[src/sv/hue_fourier_gray_mapping_macros.svh]
// Assertion macros for the hue Fourier gray mapping block.
`ifndef HUE_FOURIER_GRAY_MAPPING_MACROS_SVH
`define HUE_FOURIER_GRAY_MAPPING_MACROS_SVH
`ifndef SYNTHESIS
`define HFG_ASSERT(label, clk, rst, prop, msg) \
   label: assert property (@(posedge clk) disable iff (rst) (prop)) else $error(msg);
`define HFG_ASSERT_NEXT(label, clk, rst, cond, conseq, msg) \
   label: assert property (@(posedge clk) disable iff (rst) (cond) |=> (conseq)) \
      else $error(msg);
`else
`define HFG_ASSERT(label, clk, rst, prop, msg)
`define HFG_ASSERT_NEXT(label, clk, rst, cond, conseq, msg)
`endif
`endif

[src/sv/hfg_pkg.sv]
// Shared types, constants and sine table builder for the hue Fourier gray mapping.
`default_nettype none
package hfg_pkg;

   localparam int L_W       = 15;
   localparam int C_W       = 16;
   localparam int H_W       = 16;
   localparam int COEF_W    = 24;
   localparam int TRIG_W    = 16;
   localparam int PROD_W    = COEF_W + TRIG_W;
   localparam int F_W       = 42;
   localparam int F_LO_W    = 21;
   localparam int F_HI_W    = F_W - F_LO_W;
   localparam int MUL_W     = 58;
   localparam int ROUND_SH  = 30;
   localparam int ROUND_W   = MUL_W - ROUND_SH;
   localparam int SUM_W     = ROUND_W + 1;
   localparam int GRAY_W    = 19;
   localparam int C0_SHIFT  = 14;
   localparam int PAIRS     = 4;
   localparam int ENTRY_W   = 15;

   localparam int CSR_ADDR_W = 6;
   localparam int CSR_DATA_W = 64;
   localparam int CSR_IDX_W  = 3;

   localparam logic [CSR_IDX_W-1:0] REG_PAIR_1   = 3'd0;
   localparam logic [CSR_IDX_W-1:0] REG_PAIR_2   = 3'd1;
   localparam logic [CSR_IDX_W-1:0] REG_PAIR_3   = 3'd2;
   localparam logic [CSR_IDX_W-1:0] REG_PAIR_4   = 3'd3;
   localparam logic [CSR_IDX_W-1:0] REG_CONSTANT = 3'd4;

   localparam logic signed [GRAY_W-1:0] GRAY_MAX = 19'sh3FFFF;
   localparam logic signed [GRAY_W-1:0] GRAY_MIN = 19'sh40000;

   localparam logic [63:0] PI_HALF_Q30 = 64'd1686629713;
   localparam logic [63:0] ONE_Q30     = 64'd1 << 30;

   typedef struct packed {
      logic signed [COEF_W-1:0] cos_coef;
      logic signed [COEF_W-1:0] sin_coef;
   } harmonic_pair_type;

   typedef struct packed {
      logic [L_W-1:0]        lightness;
      logic [C_W-1:0]        chroma;
      logic [H_W-1:0]        hue_angle;
      logic signed [F_W-1:0] weight;
   } cell_link_type;

   // quarter-wave sine entry j, Q1.14, Taylor series in Q.30
   function automatic logic [ENTRY_W-1:0] sine_entry(input int unsigned j,
                                                     input int unsigned qbits);
      logic [63:0] x;
      logic [63:0] x2;
      logic [63:0] t;
      logic [63:0] s;
      x  = (64'(j) * PI_HALF_Q30) >> qbits;
      x2 = (x * x) >> 30;
      t  = ONE_Q30;
      t  = ONE_Q30 - (((x2 * t) >> 30) / 64'd110);
      t  = ONE_Q30 - (((x2 * t) >> 30) / 64'd72);
      t  = ONE_Q30 - (((x2 * t) >> 30) / 64'd42);
      t  = ONE_Q30 - (((x2 * t) >> 30) / 64'd20);
      t  = ONE_Q30 - (((x2 * t) >> 30) / 64'd6);
      s  = (((x * t) >> 30) + (64'd1 << 15)) >> 16;
      if (s > 64'd16384) begin
         s = 64'd16384;
      end
      return ENTRY_W'(s);
   endfunction

endpackage
`default_nettype wire

[src/sv/hfg_gray_stage.sv]
// Tail of the chain: weight times chroma, Q.30 rounding, lightness add and saturation.
`default_nettype none
module hfg_gray_stage (
   input  logic                              clock,
   input  logic                              reset,
   input  logic                              up_valid,
   output logic                              up_ready,
   input  hfg_pkg::cell_link_type            up_link,
   output logic                              dn_valid,
   input  logic                              dn_ready,
   output logic signed [hfg_pkg::GRAY_W-1:0] gray_value,
   output logic                              clipped
);

   localparam int PLO_W = hfg_pkg::F_LO_W + hfg_pkg::C_W;
   localparam int PHI_W = hfg_pkg::F_HI_W + hfg_pkg::C_W + 1;
   localparam logic signed [hfg_pkg::MUL_W-1:0] HALF_LSB =
      hfg_pkg::MUL_W'(64'd1 << (hfg_pkg::ROUND_SH - 1));
   localparam logic signed [hfg_pkg::SUM_W-1:0] SUM_MAX = hfg_pkg::SUM_W'(hfg_pkg::GRAY_MAX);
   localparam logic signed [hfg_pkg::SUM_W-1:0] SUM_MIN = hfg_pkg::SUM_W'(hfg_pkg::GRAY_MIN);

   logic load1;
   logic load2;
   logic load3;
   logic v1_ff;
   logic v2_ff;
   logic v3_ff;

   assign load3    = !v3_ff || dn_ready;
   assign load2    = !v2_ff || load3;
   assign load1    = !v1_ff || load2;
   assign up_ready = load1;

   always_ff @(posedge clock) begin
      if (reset) begin
         v1_ff <= 1'b0;
         v2_ff <= 1'b0;
         v3_ff <= 1'b0;
      end else begin
         if (load1) v1_ff <= up_valid;
         if (load2) v2_ff <= v1_ff;
         if (load3) v3_ff <= v2_ff;
      end
   end

   logic [PLO_W-1:0]                   plo_in;
   logic signed [PHI_W-1:0]            phi_in;
   logic [PLO_W-1:0]                   plo_ff;
   logic signed [PHI_W-1:0]            phi_ff;
   logic [hfg_pkg::L_W-1:0]            l1_ff;
   logic [hfg_pkg::L_W-1:0]            l2_ff;
   logic signed [hfg_pkg::MUL_W-1:0]   prod;
   logic signed [hfg_pkg::ROUND_W-1:0] round_in;
   logic signed [hfg_pkg::ROUND_W-1:0] round_ff;
   logic signed [hfg_pkg::SUM_W-1:0]   sum;
   logic signed [hfg_pkg::GRAY_W-1:0]  gray_in;
   logic                               clip_in;
   logic signed [hfg_pkg::GRAY_W-1:0]  gray_ff;
   logic                               clip_ff;

   // split the weight so that each product stays narrow
   assign plo_in = PLO_W'(up_link.weight[hfg_pkg::F_LO_W-1:0]) * PLO_W'(up_link.chroma);
   assign phi_in = $signed(up_link.weight[hfg_pkg::F_W-1:hfg_pkg::F_LO_W])
                   * $signed({1'b0, up_link.chroma});

   assign prod = (hfg_pkg::MUL_W'(phi_ff) <<< hfg_pkg::F_LO_W)
                 + $signed(hfg_pkg::MUL_W'(plo_ff)) + HALF_LSB;
   assign round_in = prod[hfg_pkg::MUL_W-1:hfg_pkg::ROUND_SH];

   always_comb begin
      sum = hfg_pkg::SUM_W'(round_ff) + $signed(hfg_pkg::SUM_W'(l2_ff));
      if (sum > SUM_MAX) begin
         gray_in = hfg_pkg::GRAY_MAX;
         clip_in = 1'b1;
      end else if (sum < SUM_MIN) begin
         gray_in = hfg_pkg::GRAY_MIN;
         clip_in = 1'b1;
      end else begin
         gray_in = sum[hfg_pkg::GRAY_W-1:0];
         clip_in = 1'b0;
      end
   end

   always_ff @(posedge clock) begin
      if (load1) begin
         plo_ff <= plo_in;
         phi_ff <= phi_in;
         l1_ff  <= up_link.lightness;
      end
      if (load2) begin
         round_ff <= round_in;
         l2_ff    <= l1_ff;
      end
      if (load3) begin
         gray_ff <= gray_in;
         clip_ff <= clip_in;
      end
   end

   assign dn_valid   = v3_ff;
   assign gray_value = gray_ff;
   assign clipped    = clip_ff;

endmodule
`default_nettype wire

[config.mk]
export PLATFORM = sky130hd
export DESIGN_NAME = hfg_gray_stage
export DESIGN_NICKNAME = d
export VERILOG_FILES = /design/src/sv/hue_fourier_gray_mapping_macros.svh /design/src/sv/hfg_pkg.sv /design/src/sv/hfg_gray_stage.sv
export SDC_FILE = /design/constraint.sdc
export NUM_CORES = 2
export LEC_CHECK = 0
export BUFFER_PORTS_ARGS = -buffer_cell sky130_fd_sc_hd__buf_2
export CORE_ASPECT_RATIO = 1.5
export CORE_MARGIN = 8
export CORE_UTILIZATION = 52
export CTS_CLUSTER_SIZE = 25
export DETAILED_ROUTE_END_ITERATION = 10
export PLACE_DENSITY = 0.73
export SLEW_MARGIN = 20
export SYNTH_ARGS = -nofsm -noshare
export SYNTH_HDL_FRONTEND = slang
export SYNTH_SLANG_ARGS = --single-unit
[constraint.sdc]
create_clock -name clock -period 8.5 [get_ports clock]
set_input_delay 0.85 -clock clock [delete_from_list [all_inputs] [get_ports clock]]
set_output_delay 0.85 -clock clock [all_outputs]
set_load 0.05 [all_outputs]
---- Word-level counts from Yosys, hierarchy flattened ----
Index checks and enable logic that the tools add are counted.
storage, ports and cells
  output and inout port bits .............. 22
  input bits .............................. 93
  register bits after elaboration ......... 155
cells by class
  multiplexer cells ....................... 2
  order comparisons ....................... 2
  $add $sub $neg .......................... 3
  multiply operators ...................... 2
  reductions and logical operators ........ 6
operators with widths
  kind                      count
  $add A58 B31 Y58 const B  1
  $add A58 B38 Y58          1
  $mul A21 B16 Y37          1
  $mul A21 B17 Y37          1
  $add A28 B16 Y29          1
  $gt A29 B19 Y1 const B    1
  $lt A29 B19 Y1 const B    1
  $mux W19                  1
  $logic_not A1 Y1          3
  $logic_or A1 B1 Y1        3
  $mux W1                   1

---- Logic depth before layout (Yosys ltp) ----
  word-level depth ........................ 4
  depth in mapped cells ................... 24
  mapped depth without buffers ............ 23

---- Worst setup path after synthesis ----
Ideal clock, no wire load.
  kind .................................... input to register
  start point ............................. input port up_link[67] (netlist bit)
  end point ............................... register plo_ff[36], data pin
  path slack .............................. 1.559 ns
  arrival time ............................ 6.681 ns
  stages .................................. 22
  cell sequence ........................... clkbuf_1 -> clkbuf_1 -> nand2_1 -> fa_1 -> inv_1 -> fa_1 -> fa_1 -> fa_1 -> fa_1 -> inv_1 -> fa_1 -> inv_1 -> ha_1 -> a21o_1 -> or3_1 -> a211oi_2 -> a2111oi_1 -> nor3_2 -> o21ai_1 -> or4_1 -> a31oi_1 -> xnor2_1
on the way
  longest elaborated chain between the ends .. 1
ends and longest elaborated chain
  what                  RTL line              RTL
  start, declared       hfg_gray_stage.sv:8   input hfg_pkg::cell_link_type up_link,
  $mul A21 B16 Y37      hfg_gray_stage.sv:62  assign plo_in = PLO_W'(up_link.weight[hfg_pkg::F_LO_W-1:0]) * PLO_W'(up_link.chroma);
  via plo_in[36]        hfg_gray_stage.sv:46  logic [PLO_W-1:0] plo_in;
  end signal, assigned  hfg_gray_stage.sv:86  plo_ff <= plo_in;
  end, declared         hfg_gray_stage.sv:48  logic [PLO_W-1:0] plo_ff;
The timed path passes the listed nets, and every way through them passes these cells.
A chain may end at the register's enable or synchronous reset.

---- Worst setup path in the final report ----
  start point ............................. input port up_link[60] (netlist bit)
  end point ............................... register phi_ff[36], data pin
on the way
  longest elaborated chain between the ends .. 1
ends and longest elaborated chain
  what                  RTL line              RTL
  $mul A21 B17 Y37      hfg_gray_stage.sv:64  * $signed({1'b0, up_link.chroma});
  via phi_in[36]        hfg_gray_stage.sv:47  logic signed [PHI_W-1:0] phi_in;
  end signal, assigned  hfg_gray_stage.sv:87  phi_ff <= phi_in;
  end, declared         hfg_gray_stage.sv:49  logic signed [PHI_W-1:0] phi_ff;
The timed path passes the listed nets, and every way through them passes these cells.

==> flow_summary.json <==
{
  "clock_skew_ns": 0.0150,
  "cap_violations": 0,
  "hpwl_mm": 54.4,
  "n_fill_cell": 4795,
  "worst_r2r_startpoint": "plo_ff[28]",
  "reg2reg_to": "round_ff[27]",
  "synth.avg_cell_area_um2": 9.48,
  "ant_nets": 0,
  "synth_top_area_share": 0.412,
  "setup_tns_ns": 0,
  "clock_sinks": 134,
  "synth.distinct_cells": 79,
  "worstSkewPairLatency_ns": 0.44,
  "hold_path_class": "reg -> reg",
  "drt_wl_total_mm": 66.1,
  "crit_fanout": 27,
  "max_stage_delay_ns": 0.68,
  "period_needed_ns": 7.31,
  "cts_resized": 0,
  "worst_pin_slew_ns": 0.968,
  "numCtsBuffers": 17,
  "area_growth_pct": 6.24,
  "slew_headroom": 0.355,
  "synth_flop_cell": "edfxtp_1",
  "cpMaxStageDelayCell": "a2111oi_0",
  "status": "finished clean",
  "yosys_warnings": 0,
  "core_area_um2": 54800,
  "clock.fmax_mhz": 137,
  "drt_iter0_drc": 842,
  "grtUsageTotal": 0.216,
  "syn_inst": 3042,
  "die_h_um": 304,
  "wl_per_cell_um": 17.5,
  "synth_edf_count": 131,
  "r2r_setup_slack_ns": 4.83,
  "h-tree-depth": 4,
  "postCtsSetupBuffers": 0,
  "io_pins": 115,
  "grt_pass1_wl_mm": 110,
  "clock_tree.root_cell": "clkbuf_16",
  "critPathRequiredTime_ns": 8.67,
  "worstHoldStart": "l1_ff[8]",
  "cp.arrival_ns": 7.47,
  "clk_transition_reported_paths_ns": 0.06,
  "rsz0062_at_grt": "no",
  "netlist_top_cells_area": "fa_1 41%, edfxtp_1 14%, ha_1 11%",
  "cts_tree": "yes",
  "vias_per_cell": 5.34,
  "firstDrtPassIters": 5,
  "clockBufferDepth": 2,
  "grt_pass1_vias": 22600,
  "rr_worst_depth": 10,
  "antenna_found_initial": 0,
  "yosys.area.top_type": "fa_1",
  "timing_worst_setup_path_type": "in -> reg",
  "post-route-period-util": 0.860,
  "crit_chain": "buf_2 -> nand2_1 -> fa_1 -> inv_1 -> fa_1 -> inv_1 -> fa_1 -> inv_1 -> fa_1 -> fa_1 -> inv_1 -> fa_1 -> inv_1 -> ha_1 -> a21oi_1 -> o21bai_1 -> a2111oi_0 -> o31ai_1 -> a21oi_1 -> o2111ai_1 -> a31oi_1 -> o21ba_2 -> xnor2_1",
  "syn-num-nets": 3972,
  "drc": 0,
  "overflow": 0,
  "n_antenna_cell": 0,
  "fp.dieW_um": 208,
  "holdBufCountCts": 0,
  "initial_core_util": 0.526,
  "endpoint_kind": "flop",
  "layout-drive-gt1-share": 0.0613,
  "dpl_cell_area_um2": 30000,
  "setup_viol_count_final": 0,
  "drv_slew": 0,
  "dieArea_um2": 63400,
  "post-route-util": 0.559,
  "ys_ff_latch": 134,
  "min_path_cells": 0,
  "critPathLaunchType": "primary input",
  "hold_path_end": "l2_ff[8]",
  "grt_max_degree": 68,
  "final_cell_area_um2": 30600,
  "finalHoldViolCount": 0,
  "globalplace.congestion": 0.871,
  "rows": 105,
  "synthesis.area_um2": 28800,
  "cpMostUsedCell": "fa_1",
  "finalNetCount": 3999,
  "num_vias": 20200,
  "buffer_ports.inserted": 98,
  "async_flop_share": 0,
  "synth_seq_area_share": 0.139
}
-- worst max path at each step --
stage	startpoint	end	slack, ns	cells past startpoint
floorplan	up_link[67]	plo_ff[36]	1.56	22
global placement	up_link[60]	phi_ff[36]	0.89	23
detailed placement	up_link[60]	phi_ff[36]	0.76	23
CTS	up_link[60]	phi_ff[36]	1.22	23
global route	up_link[60]	phi_ff[34]	0.87	23
finish	up_link[60]	phi_ff[36]	1.19	23
-- routing by layer --
layer,part of all wire,GRT usage,vias up
li1,-,-,9137
met1,0.35,0.218,10400
met2,0.57,0.435,508
met3,0.035,0.0231,179
met4,0.040,0.0906,0
met5,0,0,-
-- cells in the mapped netlist, types with 3 or more instances --
library cell    n
o21a_1         16
o21ai_0        38
and4_1          4
xor2_1         33
a211oi_1       12
or3_1           6
nor2b_1         9
nor3_1         13
clkbuf_1      113
dfxtp_1         3
and3_1          8
a211o_1         3
o31ai_1         5
nand2b_1       11
a21oi_1        55
and2_1        254
a31oi_1         5
inv_1         756
nand3_1        31
nand4_1        10
o21ai_2         9
or2_2           5
xnor2_1        64
nor2_1         58
o21bai_1        6
nand2_1       458
a21o_1         27
edfxtp_1      131
o21ai_1         7
ha_1          243
o31a_1          3
fa_1          594
-- layout make-up --
cell class | instances | area (um^2) | share of cell area
Timing Repair Buffer | 124 | 698 | 0.0228
Sequential cell | 134 | 3990 | 0.130
Inverter | 757 | 2840 | 0.0928
Clock buffer | 22 | 484 | 0.0158
Multi-Input combinational cell | 2035 | 21600 | 0.704
Clock inverter | 10 | 191 | 0.00625
Tap cell | 695 | 870 | 0.0284
-- through the flow --
stage,hold slack [ns],setup slack [ns],std cells
after floorplan,0.400,1.56,3042
after global placement,0.401,0.889,3745
after detailed placement,0.405,0.762,3745
after CTS,0.424,1.22,3777
after global routing,0.426,0.873,3777
final,0.424,1.19,3777
-- state kept, by name, indices dropped and copies added (netlist names) --
| name | flops |
|---|---|
| clipped | 1 |
| dn_valid | 1 |
| gray_value | 19 |
| l1_ff | 15 |
| l2_ff | 15 |
| phi_ff | 37 |
| plo_ff | 16 |
| round_ff | 28 |
| v1_ff | 1 |
| v2_ff | 1 |
-- worst max-delay path: cells and delay by family --
kind	cells	cell delay [ns]
adder cells (fa/ha/maj)	7	3.43
AO/OA/AOI/OAI	8	2.12
buffers and inverters	6	0.82
AND/OR/NAND/NOR	1	0.18
XOR/XNOR	1	0.07
-- layout by cell type, fill, tap and decap left out, types with 55 or more instances in the layout --
master	n
a21oi_1	55
and2_1	254
buf_2	98
edfxtp_1	131
fa_1	594
ha_1	243
inv_1	755
nand2_1	457
nor2_1	58
xnor2_1	64
-- kinds of logic after synthesis --
logic type / count (synthesis) / share of synthesized area
xor+xnor: 97 / 0.0295
mux: 1 / 0.000347
fa+ha+maj: 837 / 0.518
simple gates: 880 / 0.146
flops: 134 / 0.139
compound gates: 220 / 0.0541
buf+inv: 873 / 0.114
Power is left out: the tool's default activity adds up to more than one toggle a clock period on the data nets, which glitch-free logic cannot reach.
